**config.mk**
```make
export PLATFORM = sky130hd
export DESIGN_NAME = pi_loop_pwm_with_telemetry_frame_core_flat
export DESIGN_NICKNAME = d
export VERILOG_FILES = /design/src/rtl/core/pilp_pkg.sv /design/src/rtl/core/pilp_req_if.sv /design/src/rtl/core/pilp_rsp_if.sv /design/src/rtl/core/pi_loop_pwm_with_telemetry_frame_core.sv /design/src/flat_wrapper.sv
export VERILOG_INCLUDE_DIRS = /design/src /design/src/rtl/core
export SDC_FILE = /design/constraint.sdc
export NUM_CORES = 2
export LEC_CHECK = 0
export BUFFER_PORTS_ARGS = -buffer_cell sky130_fd_sc_hd__buf_4
export CAP_MARGIN = 5
export CORE_MARGIN = 1
export CORE_UTILIZATION = 35
export CTS_BUF_LIST = sky130_fd_sc_hd__clkbuf_8
export CTS_CLUSTER_DIAMETER = 150
export DETAILED_ROUTE_END_ITERATION = 8
export HOLD_SLACK_MARGIN = 0.05
export PLACE_DENSITY_LB_ADDON = 0.1
export REMOVE_ABC_BUFFERS = 1
export SETUP_SLACK_MARGIN = 0.2
export SLEW_MARGIN = 20
export SYNTH_ARGS = -nofsm -noshare
export SYNTH_HDL_FRONTEND = slang
export SYNTH_SLANG_ARGS = --single-unit
```
**constraint.sdc**
```tcl
create_clock -name clock -period 18.7 [get_ports clock]
set_input_delay 3.74 -clock clock [delete_from_list [all_inputs] [get_ports clock]]
set_output_delay 3.74 -clock clock [all_outputs]
set_load 0.01 [all_outputs]
```
**src/rtl/core/pi_loop_pwm_with_telemetry_frame_core_defines.svh**
```systemverilog
// Assertion macros for the PI loop / PWM / telemetry core.
// No dependencies; included by the top level only.
`ifndef PI_LOOP_PWM_WITH_TELEMETRY_FRAME_CORE_DEFINES_SVH
`define PI_LOOP_PWM_WITH_TELEMETRY_FRAME_CORE_DEFINES_SVH

// Same-cycle implication, disabled during reset
`define PILP_ASSERT_IMP(label, clk, rst, ante, cons, msg) \
   label: assert property (@(posedge clk) disable iff (rst) (ante) |-> (cons)) \
      else $error(msg);

// Next-cycle implication, disabled during reset
`define PILP_ASSERT_NXT(label, clk, rst, ante, cons, msg) \
   label: assert property (@(posedge clk) disable iff (rst) (ante) |=> (cons)) \
      else $error(msg);

`endif

```
**src/rtl/core/pilp_pkg.sv**
```systemverilog
// Shared constants for the PI loop / PWM / telemetry core.
// No dependencies; used by the request interface and the top level.
package pilp_pkg;

   // Parameter defaults
   localparam int SAMPLE_BITS_DEF = 12;
   localparam int ACC_WIDTH_DEF   = 32;

   // Configuration port
   localparam int CSR_INDEX_W = 3;
   localparam int CSR_DATA_W  = 16;

   localparam logic [CSR_INDEX_W-1:0] REG_SETPOINT   = 3'd0;
   localparam logic [CSR_INDEX_W-1:0] REG_GAIN_NOW   = 3'd1;
   localparam logic [CSR_INDEX_W-1:0] REG_GAIN_PREV  = 3'd2;
   localparam logic [CSR_INDEX_W-1:0] REG_DUTY_SCALE = 3'd3;
   localparam logic [CSR_INDEX_W-1:0] REG_DUTY_MAX   = 3'd4;

   // Register reset values
   localparam logic signed [15:0] GAIN_NOW_RST   = 16'sd16384;
   localparam logic signed [15:0] GAIN_PREV_RST  = -16'sd16056;
   localparam logic [15:0]        DUTY_SCALE_RST = 16'd48011;
   localparam logic [15:0]        DUTY_MAX_RST   = 16'd3000;

   // Duty product is Q.28, integer part starts here
   localparam int DUTY_SHIFT = 28;

   // Telemetry frame
   localparam int         FRAME_LEN  = 9;
   localparam int         BYTE_IDX_W = 4;
   localparam logic [7:0] FRAME_HEAD = 8'h03;
   localparam logic [7:0] FRAME_TAIL = 8'hFC;
   localparam logic [7:0] TOGGLE_ON  = 8'hFF;
   localparam logic [7:0] TOGGLE_OFF = 8'h00;

endpackage

```
**src/rtl/core/pilp_req_if.sv**
```systemverilog
// Input channel: one sample pair per transaction.
// Depends on pilp_pkg.
interface pilp_req_if
   import pilp_pkg::*;
#(
   parameter int SAMPLE_BITS = SAMPLE_BITS_DEF
) ();
   logic                   valid;
   logic                   ready;
   logic [SAMPLE_BITS-1:0] reference_sample;
   logic [SAMPLE_BITS-1:0] feedback_sample;

   modport source (output valid, output reference_sample, output feedback_sample,
                   input ready);
   modport sink   (input valid, input reference_sample, input feedback_sample,
                   output ready);
endinterface

```
**src/rtl/core/pilp_rsp_if.sv**
```systemverilog
// Result channel: one telemetry byte plus the current duty per transaction.
// No dependencies.
interface pilp_rsp_if ();
   logic        valid;
   logic        ready;
   logic [7:0]  frame_byte;
   logic        frame_last;
   logic [15:0] duty;

   modport source (output valid, output frame_byte, output frame_last, output duty,
                   input ready);
   modport sink   (input valid, input frame_byte, input frame_last, input duty,
                   output ready);
endinterface

```
**src/rtl/core/pi_loop_pwm_with_telemetry_frame_core.sv**
```systemverilog
// Incremental PI controller with PWM duty scaling and a nine-byte telemetry frame.
// Depends on pilp_pkg, pilp_req_if, pilp_rsp_if and the core defines header.
//
//   channel | direction | transaction
//   --------+-----------+------------------------------------------------
//   req     | in        | reference_sample, feedback_sample
//   rsp     | out       | frame_byte, frame_last, duty (nine per req)
//   csr     | in        | register write, index 0..4, no wait, no read-back
//
// Each sample is accepted, then passes 8 sequencer steps around the single shared
// 17x25 multiplier (two gain products and their sums, saturation, two partial
// products for the duty scale and their sum, clamp), then the nine frame bytes go out.
// rsp stalls hold the current byte; req is ready only while idle.
// Reset is synchronous and active high, sets the registers to their defaults and
// clears integrator, previous error and toggle.

`include "pi_loop_pwm_with_telemetry_frame_core_defines.svh"

module pi_loop_pwm_with_telemetry_frame_core
   import pilp_pkg::*;
#(
   parameter int SAMPLE_BITS = SAMPLE_BITS_DEF,
   parameter int ACC_WIDTH   = ACC_WIDTH_DEF
) (
   input  logic                   clock,
   input  logic                   reset,
   pilp_req_if.sink               req,
   pilp_rsp_if.source             rsp,
   input  logic                   csr_write_enable,
   input  logic [CSR_INDEX_W-1:0] csr_index,
   input  logic [CSR_DATA_W-1:0]  csr_write_data
);

   // Widths of the shared multiplier and the accumulation paths
   localparam int MUL_A_W = 17;
   localparam int MUL_B_W = 25;
   localparam int PROD_W  = MUL_A_W + MUL_B_W;
   localparam int CHUNK   = MUL_B_W - 1;
   localparam int MAG_W   = 2 * CHUNK;
   localparam int GPROD_W = 16 + SAMPLE_BITS + 1;
   localparam int SUM_W   = ((ACC_WIDTH > GPROD_W) ? ACC_WIDTH : GPROD_W) + 2;
   localparam int DACC_W  = ACC_WIDTH + 16;
   localparam int WIDE_W  = PROD_W + CHUNK;
   localparam int ERR_W   = SAMPLE_BITS + 1;

   localparam logic signed [SUM_W-1:0] SUM_MAX =
      {{(SUM_W - ACC_WIDTH + 1){1'b0}}, {(ACC_WIDTH - 1){1'b1}}};
   localparam logic signed [SUM_W-1:0] SUM_MIN = ~SUM_MAX;

   // Sequencer states
   localparam logic [3:0] S_IDLE  = 4'd0;
   localparam logic [3:0] S_MUL0  = 4'd1;
   localparam logic [3:0] S_MUL1  = 4'd2;
   localparam logic [3:0] S_ADD1  = 4'd3;
   localparam logic [3:0] S_SAT   = 4'd4;
   localparam logic [3:0] S_DLO   = 4'd5;
   localparam logic [3:0] S_DHI   = 4'd6;
   localparam logic [3:0] S_DADD  = 4'd7;
   localparam logic [3:0] S_CLAMP = 4'd8;
   localparam logic [3:0] S_SEND  = 4'd9;

   // Frame byte positions
   localparam logic [BYTE_IDX_W-1:0] B_HEAD   = 4'd0;
   localparam logic [BYTE_IDX_W-1:0] B_TOGGLE = 4'd1;
   localparam logic [BYTE_IDX_W-1:0] B_REF_LO = 4'd2;
   localparam logic [BYTE_IDX_W-1:0] B_REF_HI = 4'd3;
   localparam logic [BYTE_IDX_W-1:0] B_FB_LO  = 4'd4;
   localparam logic [BYTE_IDX_W-1:0] B_FB_HI  = 4'd5;
   localparam logic [BYTE_IDX_W-1:0] B_SP_LO  = 4'd6;
   localparam logic [BYTE_IDX_W-1:0] B_SP_HI  = 4'd7;
   localparam logic [BYTE_IDX_W-1:0] B_LAST   = BYTE_IDX_W'(FRAME_LEN - 1);

   // Configuration registers
   logic [SAMPLE_BITS-1:0] setpoint_ff;
   logic signed [15:0]     gain_now_ff;
   logic signed [15:0]     gain_prev_ff;
   logic [15:0]            duty_scale_ff;
   logic [15:0]            duty_max_ff;

   // Control state
   logic [3:0]            state_ff, state_in;
   logic [BYTE_IDX_W-1:0] byte_idx_ff, byte_idx_in;
   logic                  toggle_ff;
   logic signed [ACC_WIDTH-1:0] integ_ff;
   logic signed [ERR_W-1:0]     last_err_ff;

   // Datapath registers
   logic [SAMPLE_BITS-1:0]      ref_ff;
   logic [SAMPLE_BITS-1:0]      fb_ff;
   logic signed [ERR_W-1:0]     err_ff;
   logic signed [PROD_W-1:0]    prod_ff;
   logic signed [SUM_W-1:0]     sum_ff;
   logic signed [ACC_WIDTH-1:0] sat_in;
   logic [MAG_W-1:0]            mag_ff;
   logic [DACC_W-1:0]           dacc_ff;
   logic [DACC_W-1:0]           dint;
   logic [15:0]                 duty_ff, duty_in;

   logic signed [MUL_A_W-1:0] mul_a;
   logic signed [MUL_B_W-1:0] mul_b;
   logic signed [PROD_W-1:0]  mul_p;

   logic req_fire, rsp_fire;
   logic [15:0] ref16, fb16, sp16;
   logic [7:0]  frame_byte;

   assign req_fire = req.valid && req.ready;
   assign rsp_fire = rsp.valid && rsp.ready;

   // Configuration writes
   always_ff @(posedge clock) begin
      if (reset) begin
         setpoint_ff   <= '0;
         gain_now_ff   <= GAIN_NOW_RST;
         gain_prev_ff  <= GAIN_PREV_RST;
         duty_scale_ff <= DUTY_SCALE_RST;
         duty_max_ff   <= DUTY_MAX_RST;
      end else if (csr_write_enable) begin
         case (csr_index)
            REG_SETPOINT:   setpoint_ff   <= csr_write_data[SAMPLE_BITS-1:0];
            REG_GAIN_NOW:   gain_now_ff   <= csr_write_data;
            REG_GAIN_PREV:  gain_prev_ff  <= csr_write_data;
            REG_DUTY_SCALE: duty_scale_ff <= csr_write_data;
            REG_DUTY_MAX:   duty_max_ff   <= csr_write_data;
            default: ;
         endcase
      end
   end

   // Shared multiplier operand select
   always_comb begin
      mul_a = '0;
      mul_b = '0;
      case (state_ff)
         S_MUL0: begin
            mul_a = MUL_A_W'(gain_now_ff);
            mul_b = MUL_B_W'(err_ff);
         end
         S_MUL1: begin
            mul_a = MUL_A_W'(gain_prev_ff);
            mul_b = MUL_B_W'(last_err_ff);
         end
         S_DLO: begin
            mul_a = signed'({1'b0, duty_scale_ff});
            mul_b = signed'({1'b0, mag_ff[CHUNK-1:0]});
         end
         S_DHI: begin
            mul_a = signed'({1'b0, duty_scale_ff});
            mul_b = signed'({1'b0, mag_ff[MAG_W-1:CHUNK]});
         end
         default: ;
      endcase
   end

   assign mul_p = mul_a * mul_b;

   // Saturation of the accumulator sum
   always_comb begin
      if (sum_ff > SUM_MAX) begin
         sat_in = SUM_MAX[ACC_WIDTH-1:0];
      end else if (sum_ff < SUM_MIN) begin
         sat_in = SUM_MIN[ACC_WIDTH-1:0];
      end else begin
         sat_in = sum_ff[ACC_WIDTH-1:0];
      end
   end

   // Integer part of the scaled duty and clamp; zero while the setpoint is zero
   assign dint = dacc_ff >> DUTY_SHIFT;

   always_comb begin
      if (setpoint_ff == '0) begin
         duty_in = '0;
      end else if (dint > DACC_W'(duty_max_ff)) begin
         duty_in = duty_max_ff;
      end else begin
         duty_in = dint[15:0];
      end
   end

   // Sequencer
   always_comb begin
      state_in    = state_ff;
      byte_idx_in = byte_idx_ff;
      case (state_ff)
         S_IDLE:  if (req_fire) state_in = S_MUL0;
         S_MUL0:  state_in = S_MUL1;
         S_MUL1:  state_in = S_ADD1;
         S_ADD1:  state_in = S_SAT;
         S_SAT:   state_in = S_DLO;
         S_DLO:   state_in = S_DHI;
         S_DHI:   state_in = S_DADD;
         S_DADD:  state_in = S_CLAMP;
         S_CLAMP: begin
            state_in    = S_SEND;
            byte_idx_in = B_HEAD;
         end
         S_SEND: begin
            if (rsp_fire) begin
               if (byte_idx_ff == B_LAST) begin
                  state_in = S_IDLE;
               end else begin
                  byte_idx_in = byte_idx_ff + 1'b1;
               end
            end
         end
         default: state_in = S_IDLE;
      endcase
   end

   // Control registers and loop history
   always_ff @(posedge clock) begin
      if (reset) begin
         state_ff    <= S_IDLE;
         byte_idx_ff <= B_HEAD;
         toggle_ff   <= 1'b0;
         integ_ff    <= '0;
         last_err_ff <= '0;
      end else begin
         state_ff    <= state_in;
         byte_idx_ff <= byte_idx_in;
         if (req_fire) toggle_ff <= ~toggle_ff;
         if (state_ff == S_SAT) begin
            if (setpoint_ff == '0) begin
               integ_ff    <= '0;
               last_err_ff <= '0;
            end else begin
               integ_ff    <= sat_in;
               last_err_ff <= err_ff;
            end
         end
      end
   end

   // Datapath steps
   always_ff @(posedge clock) begin
      if (req_fire) begin
         ref_ff <= req.reference_sample;
         fb_ff  <= req.feedback_sample;
         err_ff <= signed'({1'b0, setpoint_ff} - {1'b0, req.feedback_sample});
      end
      case (state_ff)
         S_MUL0, S_MUL1, S_DLO, S_DHI: prod_ff <= mul_p;
         default: ;
      endcase
      case (state_ff)
         S_MUL1: sum_ff <= SUM_W'(integ_ff) + SUM_W'(prod_ff);
         S_ADD1: sum_ff <= sum_ff + SUM_W'(prod_ff);
         S_SAT: begin
            if (sat_in > 0) begin
               mag_ff <= MAG_W'(sat_in[ACC_WIDTH-2:0]);
            end else begin
               mag_ff <= '0;
            end
         end
         S_DHI:   dacc_ff <= DACC_W'($unsigned(prod_ff));
         S_DADD:  dacc_ff <= dacc_ff + DACC_W'(WIDE_W'($unsigned(prod_ff)) << CHUNK);
         S_CLAMP: duty_ff <= duty_in;
         default: ;
      endcase
   end

   // Frame byte select
   assign ref16 = 16'(ref_ff);
   assign fb16  = 16'(fb_ff);
   assign sp16  = 16'(setpoint_ff);

   always_comb begin
      case (byte_idx_ff)
         B_HEAD:   frame_byte = FRAME_HEAD;
         B_TOGGLE: frame_byte = toggle_ff ? TOGGLE_ON : TOGGLE_OFF;
         B_REF_LO: frame_byte = ref16[7:0];
         B_REF_HI: frame_byte = ref16[15:8];
         B_FB_LO:  frame_byte = fb16[7:0];
         B_FB_HI:  frame_byte = fb16[15:8];
         B_SP_LO:  frame_byte = sp16[7:0];
         B_SP_HI:  frame_byte = sp16[15:8];
         default:  frame_byte = FRAME_TAIL;
      endcase
   end

   // Channel outputs
   assign req.ready      = (state_ff == S_IDLE);
   assign rsp.valid      = (state_ff == S_SEND);
   assign rsp.frame_byte = frame_byte;
   assign rsp.frame_last = (byte_idx_ff == B_LAST);
   assign rsp.duty       = duty_ff;

   // Checks
   `PILP_ASSERT_IMP(a_no_overlap, clock, reset, req.ready, !rsp.valid, "req ready while sending")
   `PILP_ASSERT_IMP(a_tail_byte, clock, reset, rsp.valid && rsp.frame_last, rsp.frame_byte == FRAME_TAIL, "bad frame tail")
   `PILP_ASSERT_IMP(a_duty_clamp, clock, reset, rsp.valid, rsp.duty <= duty_max_ff, "duty above clamp")
   `PILP_ASSERT_NXT(a_back_idle, clock, reset, rsp_fire && rsp.frame_last, req.ready, "not idle after frame")

endmodule
```
**src/flat_wrapper.sv**
```systemverilog
// flat-port wrapper written by rule: the top's interface ports become plain ports
module pi_loop_pwm_with_telemetry_frame_core_flat import pilp_pkg::*;
#(
   parameter int SAMPLE_BITS = SAMPLE_BITS_DEF,
   parameter int ACC_WIDTH   = ACC_WIDTH_DEF
)
  (clock, reset, csr_write_enable, csr_index, csr_write_data, req_valid, req_reference_sample, req_feedback_sample, req_ready, rsp_valid, rsp_frame_byte, rsp_frame_last, rsp_duty, rsp_ready);
  pilp_req_if #(.SAMPLE_BITS(SAMPLE_BITS)) req_i ();
  pilp_rsp_if rsp_i ();
  input  logic clock;
  input  logic reset;
  input  logic csr_write_enable;
  input  logic [CSR_INDEX_W-1:0] csr_index;
  input  logic [CSR_DATA_W-1:0] csr_write_data;
  input wire logic [$bits(req_i.valid)-1:0] req_valid;
  input wire logic [$bits(req_i.reference_sample)-1:0] req_reference_sample;
  input wire logic [$bits(req_i.feedback_sample)-1:0] req_feedback_sample;
  output wire logic [$bits(req_i.ready)-1:0] req_ready;
  output wire logic [$bits(rsp_i.valid)-1:0] rsp_valid;
  output wire logic [$bits(rsp_i.frame_byte)-1:0] rsp_frame_byte;
  output wire logic [$bits(rsp_i.frame_last)-1:0] rsp_frame_last;
  output wire logic [$bits(rsp_i.duty)-1:0] rsp_duty;
  input wire logic [$bits(rsp_i.ready)-1:0] rsp_ready;
  assign req_i.valid = req_valid;
  assign req_i.reference_sample = req_reference_sample;
  assign req_i.feedback_sample = req_feedback_sample;
  assign req_ready = req_i.ready;
  assign rsp_valid = rsp_i.valid;
  assign rsp_frame_byte = rsp_i.frame_byte;
  assign rsp_frame_last = rsp_i.frame_last;
  assign rsp_duty = rsp_i.duty;
  assign rsp_i.ready = rsp_ready;
  pi_loop_pwm_with_telemetry_frame_core #(.SAMPLE_BITS(SAMPLE_BITS), .ACC_WIDTH(ACC_WIDTH)) u_core (.clock(clock), .reset(reset), .req(req_i), .rsp(rsp_i), .csr_write_enable(csr_write_enable), .csr_index(csr_index), .csr_write_data(csr_write_data));
endmodule
```
==> flow_summary.ini <==
[routing]
drc_errors = 0
first_pass_iters = 8
routed_wl_um = 101000
wire_per_inst_um = 22.2
drtIter0Drc = 1725
ant_nets = 0
vias = 24000
vias_per_cell = 5.25

[timing]
fin_setup_tns_ns = 0
slew_viol_final = 0
worst_slew_pin_slew_ns = 1.18
skew_ns = 0.0674
setup_viol = 0
rsz0062_at_grt = false
finalCriticalPeriod_ns = 9.71
hold_ws_ns = 0.456
maxSlewHeadroom = 0.210
hold_viol = 0
fmax_mhz = 103
period_share = 0.519

[synth]
syn_area_per_cell_um2 = 9.15
yosysMostFrequentCell = nand2_1
synthArstFlopShare = 0
syn-cell-area_um2 = 30700
netlist_top_cells_area = fa_1, edfxtp_1, dfxtp_1
synth_edf_count = 184
synth_flop_cell = edfxtp_1
yosys.area.top_type = fa_1
synthDistinctLibCells = 73
yosysWarnings = 0
ys_top_cells_by_count = nand2_1, inv_1, fa_1
seq_area_frac_synth = 0.265
synth-seq-cells = 314
syn_inst = 3350
yosysTopAreaCellShare = 0.274

[cells_and_area]
layout.nets = 4020
layout-drive-gt1-share = 0.0710
syn2layout_area_growth_pct = 8.99

[global_routing]
track_usage = 0.229
grt_max_degree = 78
grt_pass1_vias = 24600
grt_pass1_wl_um = 154000
antenna_found_initial = 1
grt_remaining_overflow = 0

[cts]
cts_sinks = 314
cts_buffers = 53
clockBufferDepth = 3
clk_latency_ns = 0.67
cts_resized = 0
cts_tree = done
h-tree-depth = 2
post_cts_buffers = 0
holdBufCountCts = 0
clk_pin_slew_ns = 0.06
cts_root_buf = clkbuf_8

[setup_path]
crit_path_end_kind = register
cp_max_fo = 23
slowest_stage = nand2_1
crit_type = register to register
startpoint_type = register
crit_path_max_incr_delay_ns = 0.89
critPathRequiredTime_ns = 19.05
worstPathArrival_ns = 10.05
crit_path_frequent_cell = fa_1

[floorplan]
die_h_um = 298
start_util = 0.353
core_um2 = 86800
io_pins = 75
rows = 108
dieArea_um2 = 88800
die_w_um = 298

[flow_run]
drv_cap = 0

[power]
p_leak_nw = 15.4
ir_drop_uv = 60.2
power_density_nw_per_um2 = 82.5

[placed_design]
dpl.hpwl_um = 78900
numPortBuffers = 74
globalplace.congestion = 0.912

[run_status]
status = complete, no violations

[hold_path]
hold_class = register to register
-- where the power goes --
group	internal (W)	switching, W	total, W
clock	0.000303	0.000309	0.000612
sequential	0.000871	0.000110	0.000981
combinational	0.000390	0.000773	0.00116
-- registers in the layout, summed over array words and instances (netlist names) --
name                  flops
u_core.err_ff            13
u_core.rsp.duty          16
u_core.fb_ff             12
u_core.gain_now_ff       16
u_core.sum_ff            34
u_core.prod_ff           42
u_core.dacc_ff           24
u_core.setpoint_ff       12
u_core.toggle_ff          1
u_core.mag_ff            31
u_core.duty_max_ff       16
u_core.state_ff           4
u_core.duty_scale_ff     16
u_core.ref_ff            12
u_core.byte_idx_ff        4
u_core.gain_prev_ff      16
u_core.integ_ff          32
u_core.last_err_ff       13
-- area by class of cell --
| cell class | count | area (µm²) |
|---|---|---|
| Multi-Input combinational cell | 2409 | 20200 |
| Clock buffer | 62 | 853 |
| Inverter | 475 | 1780 |
| Sequential cell | 314 | 8130 |
| Antenna cell | 1 | 2.50 |
| Timing Repair Buffer | 111 | 833 |
| Tap cell | 1155 | 1450 |
| Fill cell | 8815 | 53300 |
| Clock inverter | 37 | 169 |
-- worst max-delay path, delay by kind of cell, from the launching register on --
kind	cells	cell delay, ns
buffers and inverters	5	0.24
AO/OA/AOI/OAI	6	2.09
flip-flops	1	0.52
AND/OR/NAND/NOR	7	3.17
adder cells (fa/ha/maj)	7	3.40
-- final timing paths --
check	from	end	slack, ns	depth (start not counted)
worst min-delay path	u_core.gain_now_ff[3]	u_core.gain_now_ff[3]	0.46	2
worst min register to register	u_core.gain_now_ff[3]	u_core.gain_now_ff[3]	0.46	2
worst max-delay path	u_core.state_ff[2]	u_core.prod_ff[39]	8.99	25
worst max register to register	u_core.state_ff[2]	u_core.prod_ff[39]	8.99	25
-- logic make-up (layout without fill, tap and decap cells) --
group,count (synthesis),after routing,share of synthesized area
other,0,1,0
AND/OR/NAND/NOR,1124,1124,0.156
adder cells (fa/ha/maj),608,608,0.351
buffers and inverters,627,685,0.0774
AO/OA/AOI/OAI,539,539,0.109
flip-flops,314,314,0.265
XOR/XNOR,104,104,0.0297
multiplexers,34,34,0.0124
-- cells in the final DEF, fill, tap and decap left out, types with 5 or more instances in the layout --
cell type	n
a211oi_1	13
a21boi_0	8
a21o_1	57
a21oi_1	224
a221oi_1	5
a222oi_1	12
a22oi_1	28
a31oi_1	15
and2_1	28
and3_1	19
buf_4	111
clkbuf_8	62
clkinv_2	7
dfxtp_1	130
edfxtp_1	184
fa_1	419
ha_1	189
inv_1	500
mux2_2	33
nand2_1	505
nand2b_1	17
nand3_1	51
nand3b_1	26
nand4_1	14
nor2_1	371
nor2b_1	10
nor3_1	50
nor4_1	8
o21a_1	17
o21ai_0	99
o21bai_1	6
o31ai_1	6
xnor2_1	69
xor2_1	35
-- per-layer routing --
layer  vias up  share of wire  track usage
li1      10900              -            -
met1     12200           0.46        0.325
met2       732           0.47        0.373
met3       128          0.056       0.0268
met4         0          0.022       0.0536
met5         -              0            0
-- through the flow --
stage | cells | setup slack (ns) | utilization | area, µm² | power, W
3_3_place_gp | 4463 | 9.22 | 0.373 | 32400 | 0.00214
6_report | 4564 | 8.99 | 0.385 | 33400 | 0.00276
3_5_place_dp | 4464 | 9.12 | 0.373 | 32400 | 0.00214
5_1_grt | 4563 | 8.53 | 0.385 | 33400 | 0.00292
2_1_floorplan | 3198 | 7.82 | - | 30100 | 0.00166
4_1_cts | 4563 | 9.06 | 0.385 | 33400 | 0.00277
(Power assumes the default switching activity.)
